File: src/cs_pkg.sv
// ----------------------------------------------------------------------------
// cs_pkg
// shared constants, controller states and command/status types for the
// cosine similarity core
// ----------------------------------------------------------------------------
package cs_pkg;

    localparam int ELEMENT_BITS = 16;
    localparam int MAX_LENGTH   = 4096;
    localparam int DOT_W        = 44;
    localparam int POW_W        = 43;
    localparam int CNT_W        = $clog2(MAX_LENGTH + 1);
    localparam int MAG_W        = DOT_W;
    localparam int PROD_W       = 2 * MAG_W;
    localparam int SIM_W        = 16;
    localparam int Q_W          = SIM_W - 1;
    localparam int X_W          = 2 * Q_W;
    localparam int QIDX_W       = $clog2(Q_W);
    localparam int MUL_STEPS    = MAG_W;
    localparam int DIV_STEPS    = X_W;
    localparam int SQRT_STEPS   = Q_W;
    localparam int STEP_W       = 6;

    typedef enum logic [3:0] {
        S_ACCUM,
        S_LOAD_P,
        S_MUL_P,
        S_LOAD_R,
        S_MUL_R,
        S_DIV_INIT,
        S_DIV,
        S_SQRT_INIT,
        S_SQRT,
        S_DONE
    } state_t;

    typedef struct packed {
        logic              accum;
        logic              load_p;
        logic              mul_step;
        logic              load_r;
        logic              div_init;
        logic              div_step;
        logic              sqrt_init;
        logic              sqrt_step;
        logic              load_out;
        logic [STEP_W-1:0] step;
    } cmd_t;

    typedef struct packed {
        logic out_free;
    } status_t;

endpackage

File: src/cs_ctrl.sv
// ----------------------------------------------------------------------------
// cs_ctrl
// sequencer: accumulation, two shift-add products, long division and
// integer square root, then hand-off to the output register
// ----------------------------------------------------------------------------
module cs_ctrl (
    input  logic             aclk,
    input  logic             aresetn,
    input  logic             s_valid,
    input  logic             s_last_elem,
    output logic             s_ready,
    input  cs_pkg::status_t  status,
    output cs_pkg::cmd_t     cmd
);
    import cs_pkg::*;

    state_t            state_reg, state_next;
    logic [STEP_W-1:0] cnt_reg, cnt_next;

    always_ff @(posedge aclk) begin
        if (!aresetn) begin
            state_reg <= S_ACCUM;
            cnt_reg   <= '0;
        end else begin
            state_reg <= state_next;
            cnt_reg   <= cnt_next;
        end
    end

    always_comb begin
        state_next = state_reg;
        cnt_next   = cnt_reg;
        cmd        = '0;
        s_ready    = 1'b0;
        case (state_reg)
            S_ACCUM: begin
                s_ready   = 1'b1;
                cmd.accum = s_valid;
                if (s_valid && s_last_elem) begin
                    state_next = S_LOAD_P;
                end
            end
            S_LOAD_P: begin
                cmd.load_p = 1'b1;
                cnt_next   = '0;
                state_next = S_MUL_P;
            end
            S_MUL_P: begin
                cmd.mul_step = 1'b1;
                cnt_next     = cnt_reg + 1'b1;
                if (cnt_reg == STEP_W'(MUL_STEPS - 1)) begin
                    state_next = S_LOAD_R;
                end
            end
            S_LOAD_R: begin
                cmd.load_r = 1'b1;
                cnt_next   = '0;
                state_next = S_MUL_R;
            end
            S_MUL_R: begin
                cmd.mul_step = 1'b1;
                cnt_next     = cnt_reg + 1'b1;
                if (cnt_reg == STEP_W'(MUL_STEPS - 1)) begin
                    state_next = S_DIV_INIT;
                end
            end
            S_DIV_INIT: begin
                cmd.div_init = 1'b1;
                cnt_next     = '0;
                state_next   = S_DIV;
            end
            S_DIV: begin
                cmd.div_step = 1'b1;
                cnt_next     = cnt_reg + 1'b1;
                if (cnt_reg == STEP_W'(DIV_STEPS - 1)) begin
                    state_next = S_SQRT_INIT;
                end
            end
            S_SQRT_INIT: begin
                cmd.sqrt_init = 1'b1;
                cnt_next      = '0;
                state_next    = S_SQRT;
            end
            S_SQRT: begin
                cmd.sqrt_step = 1'b1;
                cmd.step      = STEP_W'(SQRT_STEPS - 1) - cnt_reg;
                cnt_next      = cnt_reg + 1'b1;
                if (cnt_reg == STEP_W'(SQRT_STEPS - 1)) begin
                    state_next = S_DONE;
                end
            end
            S_DONE: begin
                if (status.out_free) begin
                    cmd.load_out = 1'b1;
                    state_next   = S_ACCUM;
                end
            end
            default: begin
                state_next = S_ACCUM;
            end
        endcase
    end

endmodule

File: src/cs_datapath.sv
// ----------------------------------------------------------------------------
// cs_datapath
// running sums, shared shift-add multiplier, restoring divider,
// bit-serial square root and result register
// ----------------------------------------------------------------------------
module cs_datapath (
    input  logic                                    aclk,
    input  logic                                    aresetn,
    input  cs_pkg::cmd_t                            cmd,
    output cs_pkg::status_t                         status,
    input  logic signed [cs_pkg::ELEMENT_BITS-1:0]  s_first_elem,
    input  logic signed [cs_pkg::ELEMENT_BITS-1:0]  s_second_elem,
    output logic                                    m_valid,
    input  logic                                    m_ready,
    output logic signed [cs_pkg::SIM_W-1:0]         m_similarity,
    output logic                                    m_zero_vector,
    output logic                                    m_sum_overflow
);
    import cs_pkg::*;

    localparam int PW = 2 * ELEMENT_BITS;

    logic signed [DOT_W-1:0] dot_reg, dot_next;
    logic [POW_W-1:0]        pow1_reg, pow1_next, pow2_reg, pow2_next;
    logic                    sat_reg, sat_next;
    logic [CNT_W-1:0]        cnt_reg, cnt_next;

    logic signed [PW-1:0]    prod_ab, sq_a, sq_b;
    logic signed [DOT_W:0]   dot_wide;
    logic [POW_W:0]          pow1_wide, pow2_wide;
    logic                    hit;

    logic [PROD_W-1:0]       mcand_reg, acc_reg, p_reg, rem_reg;
    logic [MAG_W-1:0]        mplier_reg, dot_mag;
    logic [PROD_W:0]         rem_dbl;
    logic                    ge_reg;
    logic [X_W-1:0]          x_reg;
    logic [Q_W-1:0]          q_reg, trial;
    logic [X_W-1:0]          trial_sq;

    logic                    valid_reg;
    logic signed [SIM_W-1:0] sim_reg, sim_next;
    logic                    zero_reg, zero_next, ovf_reg;

    assign prod_ab = s_first_elem * s_second_elem;
    assign sq_a    = s_first_elem * s_first_elem;
    assign sq_b    = s_second_elem * s_second_elem;

    always_comb begin
        hit       = 1'b0;
        dot_wide  = {dot_reg[DOT_W-1], dot_reg} +
                    {{(DOT_W + 1 - PW){prod_ab[PW-1]}}, prod_ab};
        pow1_wide = {1'b0, pow1_reg} + (POW_W + 1)'($unsigned(sq_a));
        pow2_wide = {1'b0, pow2_reg} + (POW_W + 1)'($unsigned(sq_b));
        dot_next  = dot_wide[DOT_W-1:0];
        pow1_next = pow1_wide[POW_W-1:0];
        pow2_next = pow2_wide[POW_W-1:0];
        if (dot_wide[DOT_W] != dot_wide[DOT_W-1]) begin
            hit      = 1'b1;
            dot_next = dot_wide[DOT_W] ? {1'b1, {(DOT_W-1){1'b0}}}
                                       : {1'b0, {(DOT_W-1){1'b1}}};
        end
        if (pow1_wide[POW_W]) begin
            hit       = 1'b1;
            pow1_next = '1;
        end
        if (pow2_wide[POW_W]) begin
            hit       = 1'b1;
            pow2_next = '1;
        end
        sat_next = sat_reg | hit;
        cnt_next = cnt_reg + 1'b1;
        if (cnt_reg >= CNT_W'(MAX_LENGTH)) begin
            dot_next  = dot_reg;
            pow1_next = pow1_reg;
            pow2_next = pow2_reg;
            sat_next  = 1'b1;
            cnt_next  = cnt_reg;
        end
    end

    // running sums
    always_ff @(posedge aclk) begin
        if (!aresetn || cmd.load_out) begin
            dot_reg  <= '0;
            pow1_reg <= '0;
            pow2_reg <= '0;
            sat_reg  <= 1'b0;
            cnt_reg  <= '0;
        end else if (cmd.accum) begin
            dot_reg  <= dot_next;
            pow1_reg <= pow1_next;
            pow2_reg <= pow2_next;
            sat_reg  <= sat_next;
            cnt_reg  <= cnt_next;
        end
    end

    assign dot_mag  = dot_reg[DOT_W-1] ? MAG_W'(-dot_reg) : MAG_W'(dot_reg);
    assign rem_dbl  = {rem_reg, 1'b0};
    assign trial    = q_reg | (Q_W'(1) << cmd.step[QIDX_W-1:0]);
    assign trial_sq = X_W'(trial) * X_W'(trial);

    // shared multiplier, divider and square root
    always_ff @(posedge aclk) begin
        if (cmd.load_p) begin
            mcand_reg  <= PROD_W'(pow1_reg);
            mplier_reg <= MAG_W'(pow2_reg);
            acc_reg    <= '0;
        end else if (cmd.load_r) begin
            p_reg      <= acc_reg;
            mcand_reg  <= PROD_W'(dot_mag);
            mplier_reg <= dot_mag;
            acc_reg    <= '0;
        end else if (cmd.mul_step) begin
            if (mplier_reg[0]) begin
                acc_reg <= acc_reg + mcand_reg;
            end
            mcand_reg  <= {mcand_reg[PROD_W-2:0], 1'b0};
            mplier_reg <= {1'b0, mplier_reg[MAG_W-1:1]};
        end
        if (cmd.div_init) begin
            ge_reg  <= acc_reg >= p_reg;
            rem_reg <= acc_reg;
            x_reg   <= '0;
        end else if (cmd.div_step) begin
            if (rem_dbl >= {1'b0, p_reg}) begin
                rem_reg <= PROD_W'(rem_dbl - {1'b0, p_reg});
                x_reg   <= {x_reg[X_W-2:0], 1'b1};
            end else begin
                rem_reg <= rem_dbl[PROD_W-1:0];
                x_reg   <= {x_reg[X_W-2:0], 1'b0};
            end
        end
        if (cmd.sqrt_init) begin
            q_reg <= '0;
        end else if (cmd.sqrt_step && trial_sq <= x_reg) begin
            q_reg <= trial;
        end
    end

    always_comb begin
        zero_next = (pow1_reg == '0) || (pow2_reg == '0);
        if (zero_next) begin
            sim_next = '0;
        end else if (ge_reg) begin
            sim_next = dot_reg[DOT_W-1] ? {1'b1, {Q_W{1'b0}}} : {1'b0, {Q_W{1'b1}}};
        end else if (dot_reg[DOT_W-1]) begin
            sim_next = -$signed({1'b0, q_reg});
        end else begin
            sim_next = $signed({1'b0, q_reg});
        end
    end

    // result register
    always_ff @(posedge aclk) begin
        if (!aresetn) begin
            valid_reg <= 1'b0;
        end else if (cmd.load_out) begin
            valid_reg <= 1'b1;
        end else if (m_ready) begin
            valid_reg <= 1'b0;
        end
    end

    always_ff @(posedge aclk) begin
        if (cmd.load_out) begin
            sim_reg  <= sim_next;
            zero_reg <= zero_next;
            ovf_reg  <= sat_reg;
        end
    end

    assign status.out_free = !valid_reg || m_ready;
    assign m_valid         = valid_reg;
    assign m_similarity    = sim_reg;
    assign m_zero_vector   = zero_reg;
    assign m_sum_overflow  = ovf_reg;

endmodule

File: src/cosine_similarity_core.sv
// ----------------------------------------------------------------------------
// cosine_similarity_core
// streaming cosine similarity of two signed Q1.15 vectors
// ----------------------------------------------------------------------------
// input channel s_*: one element pair per transfer, s_last_elem marks the
// final pair of a vector; pairs stream at one per cycle while s_ready is high
// output channel m_*: one result per vector, similarity in Q1.15 with +1.0
// saturated to 32767, zero_vector when either magnitude is zero, and
// sum_overflow when pairs past MAX_LENGTH were dropped or a sum clamped
// after the last pair the core does the final math: two shift-add
// products on the shared multiplier, a restoring division to a 30-bit
// quotient and a bit-serial 15-bit square root, each after a set-up state,
// then a load into the result register; s_ready is low during that time
// the result register holds until m_ready; if the previous result is still
// waiting the core stays busy until it is taken
// reset clears the sums, the pair count, the flag and m_valid
// ----------------------------------------------------------------------------
module cosine_similarity_core (
    input  logic                                    aclk,
    input  logic                                    aresetn,
    input  logic                                    s_valid,
    output logic                                    s_ready,
    input  logic signed [cs_pkg::ELEMENT_BITS-1:0]  s_first_elem,
    input  logic signed [cs_pkg::ELEMENT_BITS-1:0]  s_second_elem,
    input  logic                                    s_last_elem,
    output logic                                    m_valid,
    input  logic                                    m_ready,
    output logic signed [cs_pkg::SIM_W-1:0]         m_similarity,
    output logic                                    m_zero_vector,
    output logic                                    m_sum_overflow
);
    import cs_pkg::*;

    cmd_t    cmd;
    status_t status;

    cs_ctrl u_ctrl (
        .aclk        (aclk),
        .aresetn     (aresetn),
        .s_valid     (s_valid),
        .s_last_elem (s_last_elem),
        .s_ready     (s_ready),
        .status      (status),
        .cmd         (cmd)
    );

    cs_datapath u_datapath (
        .aclk           (aclk),
        .aresetn        (aresetn),
        .cmd            (cmd),
        .status         (status),
        .s_first_elem   (s_first_elem),
        .s_second_elem  (s_second_elem),
        .m_valid        (m_valid),
        .m_ready        (m_ready),
        .m_similarity   (m_similarity),
        .m_zero_vector  (m_zero_vector),
        .m_sum_overflow (m_sum_overflow)
    );

endmodule
File: config.mk
export PLATFORM = sky130hd
export DESIGN_NAME = cosine_similarity_core
export DESIGN_NICKNAME = d
export VERILOG_FILES = /design/src/cs_pkg.sv /design/src/cs_ctrl.sv /design/src/cs_datapath.sv /design/src/cosine_similarity_core.sv
export SDC_FILE = /design/constraint.sdc
export NUM_CORES = 2
export LEC_CHECK = 0
export BUFFER_PORTS_ARGS = -buffer_cell sky130_fd_sc_hd__buf_2
export CAP_MARGIN = 10
export CORE_ASPECT_RATIO = 1.75
export CORE_MARGIN = 5
export CORE_UTILIZATION = 45
export DETAILED_ROUTE_END_ITERATION = 10
export PLACE_DENSITY = 0.6
export SYNTH_ARGS = -nofsm -noshare
export SYNTH_HDL_FRONTEND = slang
export SYNTH_SLANG_ARGS = --single-unit
File: constraint.sdc
create_clock -name aclk -period 24.2 [get_ports aclk]
set_input_delay 1.21 -clock aclk [delete_from_list [all_inputs] [get_ports aclk]]
set_output_delay 1.21 -clock aclk [all_outputs]
set_load 0.02 [all_outputs]
# Word level (Yosys, flattened, before mapping)
# Cells that the tools add are included.
# word_totals
register_bits	615
inputBits	37
output_inout_bits	20
# op_classes
add_sub_neg	10
mul	4
order_cmp	4
eq_ne	19
n_shift	1
muxes	44
bitwise	4
n_reduce_logical	23
# op_table
operator	n
$mux W44	7
$mux W88	3
$mux W43	4
$mul A16 B16 Y32	3
$ge A89 B88 Y1	1
$add A43 B32 Y44	2
$add A88 B88 Y88	1
$ge A88 B88 Y1	1
$sub A88 B88 Y88	1
$logic_not A43 Y1	2
$mux W16	3
$add A44 B32 Y45	1
$neg A44 Y44	1
$pmux W4 S10	1
$le A30 B30 Y1	1
$mul A15 B15 Y30	1
$mux W4	7
$mux W1	18
$eq A4 B3 Y1 const B	4
$neg A15 Y16	1
$or A15 B15 Y15	1
$shl A1 B4 Y15 const A	1
$add A13 B1 Y13 const B	1
$ge A13 B13 Y1 const B	1
24 further kinds	42

# Depth between registers and ports, before layout
# depth
word_depth	8
mapped_depth	47

# Hierarchy
# From an unflattened synthesis, not the netlist that was laid out.
# unflattened
cells_unflattened	8824
area_unflattened_um2	78706.7
# modules_own_cells
module	instances	cells_per_inst	area_per_inst_um2	seq_area_each_um2
cs_datapath	1	8721	77839.7	14924.3
cs_ctrl	1	103	867.1	200.2

# Least setup slack after synthesis
# Ideal clock, no wire load.
# synth_path
kind	register to register
start	register u_ctrl.cnt_reg[0]
end	register u_datapath.q_reg[7]
t_arrival_ns	9.756
t_required_ns	24.121
setup_slack_ns	14.365
path_stages_with_launch	47
n_path_buf	4
period_less_slack_ns	9.835
path_cell_list	dfxtp_1 -> clkbuf_1 -> inv_1 -> ha_1 -> clkbuf_1 -> nor2_1 -> a311oi_1 -> clkbuf_1 -> nor2_1 -> fa_1 -> inv_1 -> fa_1 -> inv_1 -> fa_1 -> inv_1 -> fa_1 -> inv_1 -> fa_1 -> [... 11 more ...] -> a2111o_1 -> and3_1 -> o21a_1 -> nor2_1 -> xnor2_1 -> ha_1 -> o21ai_0 -> nand2b_1 -> a21oi_1 -> nor2b_1 -> o21ai_0 -> nand2b_1 -> a2111oi_0 -> a21oi_1 -> nor2_1 -> clkbuf_1 -> nor2_1 -> nor3_1
# synth_via
elab_chain_cells	7
# synth_rtl
element	line_no	source
start: declaration	cs_ctrl.sv:18	logic [STEP_W-1:0] cnt_reg, cnt_next;
start signal: assignment	cs_ctrl.sv:26	cnt_reg <= cnt_next;
$sub A4 B4 Y4 *	cs_ctrl.sv:86	cmd.step = STEP_W'(SQRT_STEPS - 1) - cnt_reg;
$mux W4 *	cs_ctrl.sv:35	case (state_reg)
$shl A1 B4 Y15 *	cs_datapath.sv:101	assign trial = q_reg | (Q_W'(1) << cmd.step[QIDX_W-1:0]);
$or A15 B15 Y15 *	cs_datapath.sv:101	
$mul A15 B15 Y30	cs_datapath.sv:102	assign trial_sq = X_W'(trial) * X_W'(trial);
$le A30 B30 Y1	cs_datapath.sv:137	end else if (cmd.sqrt_step && trial_sq <= x_reg) begin
$logic_and A1 B1 Y1	cs_datapath.sv:137	
end signal: assignment	cs_datapath.sv:138	q_reg <= trial;
end: declaration	cs_datapath.sv:38	logic [Q_W-1:0] q_reg, trial;
# Every way passes the cells marked *; elsewhere a longest branch is shown, timed or not.
# A chain may end at the register's enable or synchronous reset.

# Worst setup path after layout
# layout_path
start	register u_ctrl.cnt_reg[0]
end	register u_datapath.q_reg[13]
# layout_via
elab_chain_cells	7
# layout_rtl
element	line_no
$sub A4 B4 Y4	cs_ctrl.sv:86
$mux W4	cs_ctrl.sv:35
$shl A1 B4 Y15	cs_datapath.sv:101
$or A15 B15 Y15	cs_datapath.sv:101
net u_datapath.trial[6]	cs_datapath.sv:38
$mul A15 B15 Y30	cs_datapath.sv:102
$le A30 B30 Y1	cs_datapath.sv:137
$logic_and A1 B1 Y1	cs_datapath.sv:137
# The timed path passes the listed nets, and every way through them passes these cells.

==> run metrics <==
status=complete, no violations; Post-CTS Setup Bufs=0; xor and xnor area share after synthesis=~4.8%; CTS tree=done; simple-gate share of the synthesized area=between 10 and 15%; core footprint=approximately 0.17 mm2; clk sinks=~620; htree depth=2; final hold violation count=0; Clock Skews=roughly 27 ps; buffers from clock root to sink, at most=3; post-DP HPWL=approximately 180000 um; net count after synthesis=10500; fin crit share=46.6%; DP Worst Slack=12620 ps; I/O Buffers=56; first-pass GRT wire length=350000 um; Nets=approximately 10000; Min-Delay Path Class=reg2reg; # setup viols final=0; area leader, netlist=fa_1; Worst Path Max Fanout=13; vias per cell=5.59; CP startpoint kind=register; Pre-Repair DR Iteration Count=6; chip height=roughly 560 um; Ys Warns=0; 1st-iter DRT viols=roughly 3400; die area=0.180 mm2; layout cell share with drive strength beyond 1=roughly 3.5%; vias in the first global route=between 60000 and 70000; RSZ-0062 raised after global routing=false; post-synth top area share=between 20 and 30%; Die X=322 um; DRC viols=0; Antenna Violating Nets Remaining=0; clock latency on the worst-skew pair=between 600 and 700 ps; CTS hold repair buffers=0; CTS root buffer=clkbuf_16; GRT Util Overall=about 24%; Final Critical Period=between 10000 and 15000 ps; multiplexer area fraction after synthesis=less than 1%; register bit count reported by yosys=about 620; Largest stage delay, worst path=slightly above 700 ps; distinct cell type count after synthesis=about 90; TNS Setup=0 ps; routed wire length=about 220000 um; Critical Path Slowest Stage Cell=nor2_1; Crit Path Class=reg2reg; Initial Util=45.3%; Final Core Density=between 40% and 50%; Via Count=60600; Slew @ Worst Pin=1290 ps; clock transition at the registers of the reported paths=approximately 80 ps; Syn-to-layout area delta=5.59%; Filler Cells Inserted=~16000; Pins Over Slew Limit=0; crit path DAT=11880 ps; FMAX=88.6 MHz; antenna violations before repair=2; Ports=57; EDFF count, synth=between 200 and 300; most frequent CP cell=fa_1; Synth Area in Compound Gates=15.2%; post-synthesis adder-cell area fraction=~37%; GRT overflow=0; Netlist Area Pre-Place=roughly 0.077 mm2; sequential-to-total area share from yosys stat=just under 20%; hold_ws=about 460 ps; commonest register cell after synthesis=dfxtp_1; largest net degree at the start of global routing=199; routability cong.=0.938; Async S/R FF share, synth=0%; Required @ worst endpoint=about 25000 ps; CTS resizes=0; main combinational cell family by area after synthesis=adder cells; CTS buffer count=a little under 60; max cap viols=0; Setup crit end kind=register; Row Count=200; syn avg cell area=8.79 um2; crit path setup slack, layout=roughly 13000 ps; Slew headroom=approximately 13%; drt wl/cell=20.3 um; Synth area leaders=fa_1, ha_1, edfxtp_1; Post-Syn Instances=slightly below 9000
[per-layer routing]
metal  part of all wire (%)  up-vias  wire length [um]  GRT usage, %
met3                    3.0      521              6630          1.60
li1                       -    28700                 -             -
met4                    6.8        0             15000          13.6
met2                     53     1368            116000          46.4
met5                      0        -                 0             0
met1                     37    29900             82100          26.8
[final timing paths]
check                                              start                  endpoint  slack (ps)  cells past startpoint
worst max-delay path                   u_ctrl.cnt_reg[0]      u_datapath.q_reg[13]       12910                     43
worst min-delay path            u_datapath.mcand_reg[74]  u_datapath.mcand_reg[75]         460                      2
worst max register to register         u_ctrl.cnt_reg[0]      u_datapath.q_reg[13]       12910                     43
worst min register to register  u_datapath.mcand_reg[74]  u_datapath.mcand_reg[75]         460                      2
[critical path, delay by kind of cell, from the launching register on]
family,cells,cell delay [ps]
adder cells (fa/ha/maj),9,3970
AND/OR/NAND/NOR,16,2900
AO/OA/AOI/OAI,10,2580
buffers and inverters,6,740
flip-flops,1,580
XOR/XNOR,2,430
[synth_stat cells, types with 12 or more instances]
cell / instances
fa_1: 969
nor2_1: 548
o211ai_1: 23
dfxtp_1: 334
ha_1: 743
mux2i_1: 13
nand2_1: 991
o31ai_1: 26
or2_2: 23
a31oi_1: 124
a21oi_1: 688
xor2_1: 174
edfxtp_1: 281
nand4_1: 97
inv_1: 1252
nand3_1: 103
or3_1: 38
and2_1: 200
a311oi_1: 16
clkbuf_1: 350
nand2b_1: 84
a221o_1: 84
buf_2: 15
o21a_1: 63
buf_1: 12
o21bai_1: 54
a211oi_1: 32
and3_1: 70
xnor2_1: 247
nor2b_1: 88
a21o_1: 194
o21ai_0: 426
nor3b_1: 14
nor3_1: 101
o22ai_1: 12
nor4_1: 43
clkinv_1: 12
a21boi_0: 12
[layout make-up]
class	instances	area, um2	share of cell area [%]
tap	2222	2780	3.42
inverter	1266	4750	5.86
multi-input combinational	6481	55600	68.5
timing repair buffer	125	811	0.999
sequential	615	15100	18.6
antenna	3	7.51	0.00925
clock buffer	78	1730	2.14
clock inverter	34	355	0.438
[cells in the final DEF (no fill, tap or decap), types with 15 or more instances in the layout]
master | Yosys | layout
o31ai_1 | 26 | 25
and2_1 | 200 | 199
nor3_1 | 101 | 100
a31oi_1 | 124 | 124
nand2_1 | 991 | 988
o21ai_0 | 426 | 426
ha_1 | 743 | 743
buf_4 | 1 | 68
or2_2 | 23 | 22
nand2b_1 | 84 | 83
nor2b_1 | 88 | 88
edfxtp_1 | 281 | 281
buf_2 | 15 | 56
o21a_1 | 63 | 63
a211oi_1 | 32 | 32
or3_1 | 38 | 38
xnor2_1 | 247 | 247
nor2_1 | 548 | 546
fa_1 | 969 | 969
xor2_1 | 174 | 174
dfxtp_1 | 334 | 333
a221o_1 | 84 | 84
nor4_1 | 43 | 42
o211ai_1 | 23 | 23
nand4_1 | 97 | 97
a21oi_1 | 688 | 688
nand3_1 | 103 | 103
a21o_1 | 194 | 194
o21bai_1 | 54 | 54
clkbuf_16 | 0 | 66
and3_1 | 70 | 69
inv_1 | 1252 | 1252
a311oi_1 | 16 | 15
[stage by stage]
stage	cell area, um2	cells
floorplan	76900	8744
global placement	79100	10700
detailed placement	79100	10700
CTS	81200	10800
global route	81200	10800
finish	81200	10800
[kinds of logic after synthesis]
group                      count (synthesis)
buffers and inverters                   1648
and+or+nand+nor                         2446
xor gates and xnor gates                 421
muxes                                     13
adders and majority gates               1713
AOI/OAI and AO/OA                       1888
DFF                                      615
Power is left out: the tool's default activity adds up to more than one toggle a clock period on the data nets, which glitch-free logic cannot reach.
